$ cat src/momf_pkg.sv
// Shared constants and types for the MAD outlier-rejecting mean filter.
// No dependencies; every other file refers to this package by scoped name.
package momf_pkg;

  // group geometry, fixed by the port widths
  localparam int SAMPLE_COUNT = 8;
  localparam int SAMPLE_BITS  = 16;
  localparam int LIMIT_BITS   = 6;
  localparam logic [LIMIT_BITS-1:0] LIMIT_RESET = 6'd10;

  // middle pair of the sorted group
  localparam int RANK_BITS = $clog2(SAMPLE_COUNT);
  localparam int MID_LO    = (SAMPLE_COUNT - 1) / 2;
  localparam int MID_HI    = SAMPLE_COUNT / 2;

  // datapath widths, all in doubled units where noted
  localparam int MED_BITS    = SAMPLE_BITS + 1;          // median doubled
  localparam int DEV_BITS    = SAMPLE_BITS + 1;          // |2x - m2|
  localparam int DSUM_BITS   = DEV_BITS + 1;             // MAD doubled
  localparam int THR_BITS    = DSUM_BITS + LIMIT_BITS;   // limit * dsum
  localparam int SUM_BITS    = SAMPLE_BITS + $clog2(SAMPLE_COUNT);
  localparam int COUNT_BITS  = $clog2(SAMPLE_COUNT + 1);
  localparam int RECIP_SHIFT = 24;
  localparam int RECIP_BITS  = RECIP_SHIFT + 1;
  localparam int PROD_BITS   = SUM_BITS + RECIP_BITS;

  typedef logic [SAMPLE_BITS-1:0] sample_t;
  typedef logic [DEV_BITS-1:0]    dev_t;
  typedef logic [MED_BITS-1:0]    med_t;
  typedef logic [RANK_BITS-1:0]   rank_t;
  typedef logic [COUNT_BITS-1:0]  count_t;
  typedef logic [SUM_BITS-1:0]    sum_t;
  typedef logic [PROD_BITS-1:0]   prod_t;

  typedef sample_t [SAMPLE_COUNT-1:0] sample_vec_t;
  typedef dev_t    [SAMPLE_COUNT-1:0] dev_vec_t;
  typedef rank_t   [SAMPLE_COUNT-1:0] rank_vec_t;

endpackage

$ cat src/mad_outlier_mean_filter.sv
// Top level: MAD outlier-rejecting mean over a group of eight samples.
// Depends on momf_pkg, momf_rank_lane, momf_mid_select and momf_mean_div.
//
//  channel | handshake          | payload
//  --------+--------------------+-------------------------------------------
//  in      | in_valid/in_stall  | in_sample_0 .. in_sample_7
//  out     | out_valid/out_stall| out_filtered_mean, out_kept_count,
//          |                    | out_median_doubled
//  cfg     | cfg_we             | cfg_wdata (outlier limit, quarter steps)
//
// One word per cycle while in_stall is low, through the eleven-stage pipeline
// (rank lanes, median merge, deviation, second rank/merge, threshold multiply,
// keep test, sum, reciprocal multiply).
// Each stage loads whenever it is empty or the stage after it moves, so
// bubbles close up under an output stall; in_stall rises only when all full.
// Synchronous active-low reset clears stage valids and sets the limit to 2.5.
module mad_outlier_mean_filter (
  input  logic                                   clk,
  input  logic                                   rst_n,
  input  logic                                   in_valid,
  output logic                                   in_stall,
  input  logic [15:0]                            in_sample_0,
  input  logic [15:0]                            in_sample_1,
  input  logic [15:0]                            in_sample_2,
  input  logic [15:0]                            in_sample_3,
  input  logic [15:0]                            in_sample_4,
  input  logic [15:0]                            in_sample_5,
  input  logic [15:0]                            in_sample_6,
  input  logic [15:0]                            in_sample_7,
  output logic                                   out_valid,
  input  logic                                   out_stall,
  output logic [15:0]                            out_filtered_mean,
  output logic [3:0]                             out_kept_count,
  output logic [16:0]                            out_median_doubled,
  input  logic                                   cfg_we,
  input  logic [momf_pkg::LIMIT_BITS-1:0]        cfg_wdata
);

  localparam int STAGES = 11;

  // control
  logic [STAGES:1] v_r;
  logic [STAGES:1] v_nxt;
  logic [STAGES:1] ld;
  logic [momf_pkg::LIMIT_BITS-1:0] limit_r;

  // payload stages
  momf_pkg::sample_vec_t raw1_r, raw2_r, raw3_r, raw4_r, raw5_r, raw6_r, raw7_r, raw8_r;
  momf_pkg::rank_vec_t   srank_nxt, srank2_r;
  momf_pkg::med_t        m2_nxt, m2_3_r, m2_4_r, m2_5_r, m2_6_r, m2_7_r, m2_8_r, m2_9_r,
                         m2_10_r;
  momf_pkg::dev_vec_t    dev_nxt, dev4_r, dev5_r, dev6_r, dev7_r;
  momf_pkg::rank_vec_t   drank_nxt, drank5_r;
  logic [momf_pkg::DSUM_BITS-1:0] dsum_nxt, dsum6_r;
  logic [momf_pkg::THR_BITS-1:0]  thr_nxt, thr7_r;
  logic [momf_pkg::SAMPLE_COUNT-1:0] keep_nxt, keep8_r;
  momf_pkg::sum_t        sum_nxt, sum9_r;
  momf_pkg::count_t      cnt_nxt, cnt9_r, cnt10_r;
  momf_pkg::prod_t       prod_nxt, prod10_r;
  momf_pkg::sample_t     mean_nxt;
  momf_pkg::sample_t     out_mean_r;
  momf_pkg::count_t      out_cnt_r;
  momf_pkg::med_t        out_med_r;
  momf_pkg::sample_vec_t in_words;

  assign in_words = {in_sample_7, in_sample_6, in_sample_5, in_sample_4,
                     in_sample_3, in_sample_2, in_sample_1, in_sample_0};

  // stage load chain, from the output back to the input
  always_comb begin
    ld[STAGES] = !v_r[STAGES] || !out_stall;
    for (int k = STAGES - 1; k >= 1; k--) begin
      ld[k] = !v_r[k] || ld[k+1];
    end
    v_nxt[1] = ld[1] ? in_valid : v_r[1];
    for (int k = 2; k <= STAGES; k++) begin
      v_nxt[k] = ld[k] ? v_r[k-1] : v_r[k];
    end
  end

  assign in_stall = !ld[1];
  assign out_valid = v_r[STAGES];

  always_ff @(posedge clk) begin
    if (!rst_n) begin
      v_r     <= '0;
      limit_r <= momf_pkg::LIMIT_RESET;
    end else begin
      v_r <= v_nxt;
      if (cfg_we) begin
        limit_r <= cfg_wdata;
      end
    end
  end

  // rank lanes for the samples and for their deviations
  for (genvar g = 0; g < momf_pkg::SAMPLE_COUNT; g++) begin : g_lane
    momf_rank_lane #(.VAL_BITS(momf_pkg::SAMPLE_BITS), .LANE(g)) u_srank (
      .vals (raw1_r),
      .rank (srank_nxt[g])
    );
    momf_rank_lane #(.VAL_BITS(momf_pkg::DEV_BITS), .LANE(g)) u_drank (
      .vals (dev4_r),
      .rank (drank_nxt[g])
    );
  end

  // median and MAD merges
  momf_mid_select #(.VAL_BITS(momf_pkg::SAMPLE_BITS)) u_med (
    .vals    (raw2_r),
    .ranks   (srank2_r),
    .mid_sum (m2_nxt)
  );

  momf_mid_select #(.VAL_BITS(momf_pkg::DEV_BITS)) u_mad (
    .vals    (dev5_r),
    .ranks   (drank5_r),
    .mid_sum (dsum_nxt)
  );

  // doubled absolute deviation per lane
  always_comb begin
    momf_pkg::dev_t twice;
    for (int i = 0; i < momf_pkg::SAMPLE_COUNT; i++) begin
      twice = {raw3_r[i], 1'b0};
      dev_nxt[i] = (twice >= m2_3_r) ? (twice - m2_3_r) : (m2_3_r - twice);
    end
  end

  // threshold: limit in quarters times doubled MAD
  assign thr_nxt = momf_pkg::THR_BITS'(limit_r) * momf_pkg::THR_BITS'(dsum6_r);

  // keep test: 8 * dev <= thr
  always_comb begin
    for (int i = 0; i < momf_pkg::SAMPLE_COUNT; i++) begin
      keep_nxt[i] = momf_pkg::THR_BITS'({dev7_r[i], 3'b000}) <= thr7_r;
    end
  end

  // sum and count of kept samples
  always_comb begin
    sum_nxt = '0;
    cnt_nxt = '0;
    for (int i = 0; i < momf_pkg::SAMPLE_COUNT; i++) begin
      if (keep8_r[i]) begin
        sum_nxt = sum_nxt + momf_pkg::SUM_BITS'(raw8_r[i]);
        cnt_nxt = cnt_nxt + momf_pkg::COUNT_BITS'(1);
      end
    end
  end

  momf_mean_div u_div (
    .sum  (sum9_r),
    .cnt  (cnt9_r),
    .prod (prod_nxt)
  );

  // fall back to the floored median when nothing is kept
  assign mean_nxt = (cnt10_r != '0) ? prod10_r[momf_pkg::RECIP_SHIFT +: momf_pkg::SAMPLE_BITS]
                                    : m2_10_r[momf_pkg::MED_BITS-1:1];

  // payload pipeline
  always_ff @(posedge clk) begin
    if (ld[1]) begin
      raw1_r <= in_words;
    end
    if (ld[2]) begin
      raw2_r   <= raw1_r;
      srank2_r <= srank_nxt;
    end
    if (ld[3]) begin
      raw3_r <= raw2_r;
      m2_3_r <= m2_nxt;
    end
    if (ld[4]) begin
      raw4_r <= raw3_r;
      m2_4_r <= m2_3_r;
      dev4_r <= dev_nxt;
    end
    if (ld[5]) begin
      raw5_r   <= raw4_r;
      m2_5_r   <= m2_4_r;
      dev5_r   <= dev4_r;
      drank5_r <= drank_nxt;
    end
    if (ld[6]) begin
      raw6_r  <= raw5_r;
      m2_6_r  <= m2_5_r;
      dev6_r  <= dev5_r;
      dsum6_r <= dsum_nxt;
    end
    if (ld[7]) begin
      raw7_r <= raw6_r;
      m2_7_r <= m2_6_r;
      dev7_r <= dev6_r;
      thr7_r <= thr_nxt;
    end
    if (ld[8]) begin
      raw8_r  <= raw7_r;
      m2_8_r  <= m2_7_r;
      keep8_r <= keep_nxt;
    end
    if (ld[9]) begin
      m2_9_r <= m2_8_r;
      sum9_r <= sum_nxt;
      cnt9_r <= cnt_nxt;
    end
    if (ld[10]) begin
      m2_10_r  <= m2_9_r;
      cnt10_r  <= cnt9_r;
      prod10_r <= prod_nxt;
    end
    if (ld[11]) begin
      out_mean_r <= mean_nxt;
      out_cnt_r  <= cnt10_r;
      out_med_r  <= m2_10_r;
    end
  end

  assign out_filtered_mean  = out_mean_r;
  assign out_kept_count     = out_cnt_r;
  assign out_median_doubled = out_med_r;

endmodule

$ cat src/momf_rank_lane.sv
// One rank lane: position of its own element in the sorted group.
// Depends on momf_pkg. Ties are broken by lane index so ranks form a permutation.
module momf_rank_lane #(
  parameter int VAL_BITS = 16,
  parameter int LANE     = 0
) (
  input  logic [momf_pkg::SAMPLE_COUNT-1:0][VAL_BITS-1:0] vals,
  output momf_pkg::rank_t                                 rank
);

  // count elements that sort ahead of this one
  always_comb begin
    momf_pkg::rank_t cnt;
    cnt = '0;
    for (int j = 0; j < momf_pkg::SAMPLE_COUNT; j++) begin
      if (j != LANE) begin
        if ((vals[j] < vals[LANE]) || ((vals[j] == vals[LANE]) && (j < LANE))) begin
          cnt = cnt + momf_pkg::RANK_BITS'(1);
        end
      end
    end
    rank = cnt;
  end

endmodule

$ cat src/momf_mid_select.sv
// Merge stage: picks the two middle-ranked elements and adds them.
// Depends on momf_pkg; takes the ranks produced by the rank lanes.
module momf_mid_select #(
  parameter int VAL_BITS = 16
) (
  input  logic [momf_pkg::SAMPLE_COUNT-1:0][VAL_BITS-1:0] vals,
  input  momf_pkg::rank_vec_t                             ranks,
  output logic [VAL_BITS:0]                               mid_sum
);

  // ranks are a permutation, so each select is one-hot
  always_comb begin
    logic [VAL_BITS-1:0] lo_val;
    logic [VAL_BITS-1:0] hi_val;
    lo_val = '0;
    hi_val = '0;
    for (int i = 0; i < momf_pkg::SAMPLE_COUNT; i++) begin
      if (ranks[i] == momf_pkg::RANK_BITS'(momf_pkg::MID_LO)) begin
        lo_val = lo_val | vals[i];
      end
      if (ranks[i] == momf_pkg::RANK_BITS'(momf_pkg::MID_HI)) begin
        hi_val = hi_val | vals[i];
      end
    end
    mid_sum = {1'b0, lo_val} + {1'b0, hi_val};
  end

endmodule

$ cat src/momf_mean_div.sv
// Mean of the kept samples: sum times a reciprocal of the count.
// Depends on momf_pkg. Quotient is exact for every sum that the group can reach.
module momf_mean_div (
  input  momf_pkg::sum_t   sum,
  input  momf_pkg::count_t cnt,
  output momf_pkg::prod_t  prod
);

  // ceil(2^24 / k) for k = 1..8
  function automatic logic [momf_pkg::RECIP_BITS-1:0] recip(input momf_pkg::count_t k);
    logic [momf_pkg::RECIP_BITS-1:0] r;
    case (k)
      4'd1:    r = 25'd16777216;
      4'd2:    r = 25'd8388608;
      4'd3:    r = 25'd5592406;
      4'd4:    r = 25'd4194304;
      4'd5:    r = 25'd3355444;
      4'd6:    r = 25'd2796203;
      4'd7:    r = 25'd2396746;
      4'd8:    r = 25'd2097152;
      default: r = '0;
    endcase
    return r;
  endfunction

  // quotient sits at bit RECIP_SHIFT of the product
  assign prod = momf_pkg::PROD_BITS'(sum) * momf_pkg::PROD_BITS'(recip(cnt));

endmodule

$ cat config.mk
export PLATFORM = sky130hd
export DESIGN_NAME = mad_outlier_mean_filter
export DESIGN_NICKNAME = d
export VERILOG_FILES = /design/src/momf_pkg.sv /design/src/mad_outlier_mean_filter.sv /design/src/momf_rank_lane.sv /design/src/momf_mid_select.sv /design/src/momf_mean_div.sv
export SDC_FILE = /design/constraint.sdc
export NUM_CORES = 2
export LEC_CHECK = 0
export CORE_MARGIN = 3
export CORE_UTILIZATION = 30
export CTS_CLUSTER_DIAMETER = 150
export DETAILED_ROUTE_END_ITERATION = 16
export DONT_BUFFER_PORTS = 1
export GPL_TIMING_DRIVEN = 1
export PLACE_DENSITY = 0.47
export SLEW_MARGIN = 40
export SYNTH_ARGS = -nofsm -noshare
export SYNTH_HDL_FRONTEND = slang
export SYNTH_SLANG_ARGS = --single-unit
$ cat constraint.sdc
create_clock -name clk -period 13 [get_ports clk]
set_input_delay 3.9 -clock clk [delete_from_list [all_inputs] [get_ports clk]]
set_output_delay 3.9 -clock clk [all_outputs]
set_load 0.02 [all_outputs]
==> summary.md <==
| Metric | Value |
|---|---|
| Crit end category | `flop` |
| Worst slew pin tran | `between 900 and 1000 ps` |
| Postcts setup bufs | `0` |
| Nets | `about 13000` |
| Fin Setup TNS | `0 ps` |
| Initial Util | `a little under a third` |
| Fin. Hold Viols | `0` |
| R2R depth | `53` |
| Largest net degree at the start of global routing | `141` |
| HP Class | `reg2reg` |
| Routed WL | `approximately 430 mm` |
| Syn nets | `12307` |
| Avg Cell Area, Syn | `between 10 and 15 um2` |
| Core ar. | `0.403 mm2` |
| CTS root buffer | `clkbuf_16` |
| Clock latency at the later pin of the worst-skew pair | `930 ps` |
| H-Tree Depth | `4` |
| Seq/Total Area, Yosys | `around 46%` |
| Critical path startpoint | `keep8_r[0]$_DFFE_PP_` |
| Worst R2R End | `sum9_r[17]$_DFFE_PN_` |
| Gr usage total | `between 20% and 30%` |
| CP Class | `reg2reg` |
| WL per Instance | `about 27 um` |
| First-pass GRT wire length | `just over 600 mm` |
| Fmax | `about 84 MHz` |
| Pre-Repair DR Iteration Count | `6` |
| PortBufs | `0` |
| Number of enable flip-flop cells after synthesis | `1850` |
| Slowest stage cell, crit path | `fa_1` |
| Max-capacitance violation count | `0` |
| Final ANT Viol Nets | `0` |
| YS warnings | `0` |
| Die width | `between 600 and 700 um` |
| Num Clock Sinks | `1880` |
| Cell row count | `around 230` |
| Die Ht | `between 600 and 700 um` |
| CTS resizes | `0` |
| Number of global-route vias before repair | `around 84000` |
| P&R area growth vs syn | `12.1%` |
| Layout cells sized above 1 | `about 7%` |
| CTS Hold Buffers Added | `0` |
| Required time worst endpoint | `13610 ps` |
| CP most frequent cell | `ha_1` |
| CTS tree | `yes` |
| Period minus WS final | `~12000 ps` |
| Reg2reg start | `keep8_r[0]$_DFFE_PP_` |
| Synth Instances | `about 10000` |
| Status | `complete, no violations` |
| Final setup viols | `0` |
| Relative slew margins | `approximately two fifths` |
| Mapped Area | `around 0.12 mm2` |
| CTS max path bufs | `4` |
| RSZ-0062 raised after global routing | `false` |
| DR vias | `81942` |
| Number of antenna violations at the first check in global routing | `46` |
| IO Count | `between 150 and 200` |
| Die Area | `~0.41 mm2` |
| Period Utilization, post-route | `between 90% and 100%` |
| GRT overflow | `0` |
| Yosys reg bits | `between 1500 and 2000` |
| Commonest cells after routing, fill and taps aside | `edfxtp_1 (1850), ha_1 (1668), inv_1 (1096)` |
| Distinct cells, synth | `between 100 and 150` |
| Most common cell after layout, fill and taps aside | `edfxtp_1` |
| DRC violations left | `0` |
| Startpoint Class | `flop` |
| DR vias/cell | `5.17` |
| Gpl congestion | `0.929` |
| Final Slew Violations | `0` |
| Worst clock skew | `101 ps` |
| Ys flop type | `edfxtp_1` |
| Setup crit end | `sum9_r[17]$_DFFE_PN_` |
| Max incr delay on CP | `roughly 450 ps` |
| Max FO, Critical Path | `22` |
| Post-detail-place hpwl | `approximately 340 mm` |
| Setup slack, reg-to-reg | `roughly 1200 ps` |
| Async SR Flop Fraction | `0%` |
| CTS Buf Count | `about 220` |
| Hold Slack | `between 400 and 500 ps` |
| DR iter-0 viols | `around 6700` |
| Data arrival time of the worst path | `between 10000 and 15000 ps` |
| Reg clk slew, reported paths | `about 60 ps` |
==> registers in the layout, indices dropped and copies added (netlist names), 18 cells and up, named ones only <==
signal	flops
drank5_r	24
thr7_r	24
srank2_r	24
raw4_r	128
dev5_r	128
raw8_r	128
dev4_r	128
raw7_r	128
raw2_r	128
dev7_r	128
sum9_r	19
raw5_r	128
raw6_r	128
raw3_r	128
raw1_r	128
dev6_r	128
dsum6_r	18
==> worst min path at each step <==
stage / startpoint / end / slack (ps) / cells after the start
finish: raw5_r[33]$_DFFE_PP_ / raw6_r[33]$_DFFE_PP_ / 400 / 0
global route: raw6_r[91]$_DFFE_PP_ / raw7_r[91]$_DFFE_PP_ / 410 / 0
CTS: raw5_r[33]$_DFFE_PP_ / raw6_r[33]$_DFFE_PP_ / 390 / 0
detailed placement: dev6_r[106]$_DFFE_PP_ / dev7_r[106]$_DFFE_PP_ / 400 / 0
global placement: m2_4_r[0]$_DFFE_PP_ / m2_5_r[0]$_DFFE_PP_ / 400 / 0
floorplan: dev6_r[100]$_DFFE_PP_ / dev7_r[100]$_DFFE_PP_ / 400 / 0
==> metal layers <==
layer | track usage [%] | wire length, um
met5 | 0 | 129
met2 | 33.5 | 200000
met3 | 2.74 | 22500
met1 | 27.1 | 189000
met4 | 9.03 | 21500
==> Yosys cell counts (all sizes together), types with 14 or more instances <==
cell type	number	area (um2)
a211oi	46	345
a21boi	37	278
a21o	397	2980
a21oi	523	2620
a221o	16	160
a221oi	15	131
a22oi	259	1940
a31o	16	140
a31oi	39	250
and2	205	1290
and3	41	262
and4	15	131
clkbuf	176	781
dfxtp	30	601
edfxtp	1850	55600
fa	450	9010
ha	1668	20900
inv	1105	4150
mux2	147	1660
mux2i	94	953
nand2	496	1860
nand2b	79	494
nand3	100	500
nand3b	16	120
nand4	277	1730
nor2	333	1250
nor2b	127	795
nor3	63	315
nor3b	21	158
nor4	32	200
o2111ai	15	131
o211ai	30	230
o21a	272	2040
o21ai	347	1740
o21bai	65	488
o221ai	14	129
o22ai	14	87.6
o31ai	25	193
or2	14	87.6
or3	14	92.6
xnor2	294	2580
xor2	128	1120
==> logic make-up (layout without fill, tap and decap cells) <==
group | count (synthesis) | in the layout | synth area share (%)
adders and majority gates | 2120 | 2120 | 24.6
xor gates and xnor gates | 425 | 425 | 3.10
buffers and inverters | 1293 | 1685 | 4.10
muxes | 241 | 241 | 2.15
other | 0 | 13 | 0
DFF | 1880 | 1880 | 46.1
and+or+nand+nor | 1856 | 1856 | 7.79
AOI/OAI and AO/OA | 2235 | 2235 | 12.2
==> worst max-delay path, delay by kind of cell (launching register included) <==
family | cells | cell delay (ps)
adder cells (fa/ha/maj) | 8 | 2660
XOR/XNOR | 5 | 650
AO/OA/AOI/OAI | 23 | 4740
multiplexers | 3 | 800
buffers and inverters | 1 | 220
AND/OR/NAND/NOR | 13 | 2110
flip-flops | 1 | 350
==> final cells by class <==
cell class | instances | area (um2)
Inverter | 1107 | 4180
Clock buffer | 264 | 5610
Tap cell | 5405 | 6760
Antenna cell | 13 | 32.5
Sequential cell | 1880 | 56200
Timing Repair Buffer | 184 | 1620
Multi-Input combinational cell | 6877 | 60900
Clock inverter | 130 | 1310
Fill cell | 39834 | 267000
==> stage by stage <==
step                instances  area, um2  setup WS [ps]  utilization, %
CTS                     15841     136000           1190            33.8
detailed placement      15447     129000           1300            32.1
floorplan               10050     122000            256               -
finish                  15860     137000           1160            33.8
global placement        15433     129000           1290            32.0
global route            15848     137000            141            33.8
Power is left out: the tool's default activity adds up to more than one toggle a clock period on the data nets, which glitch-free logic cannot reach.
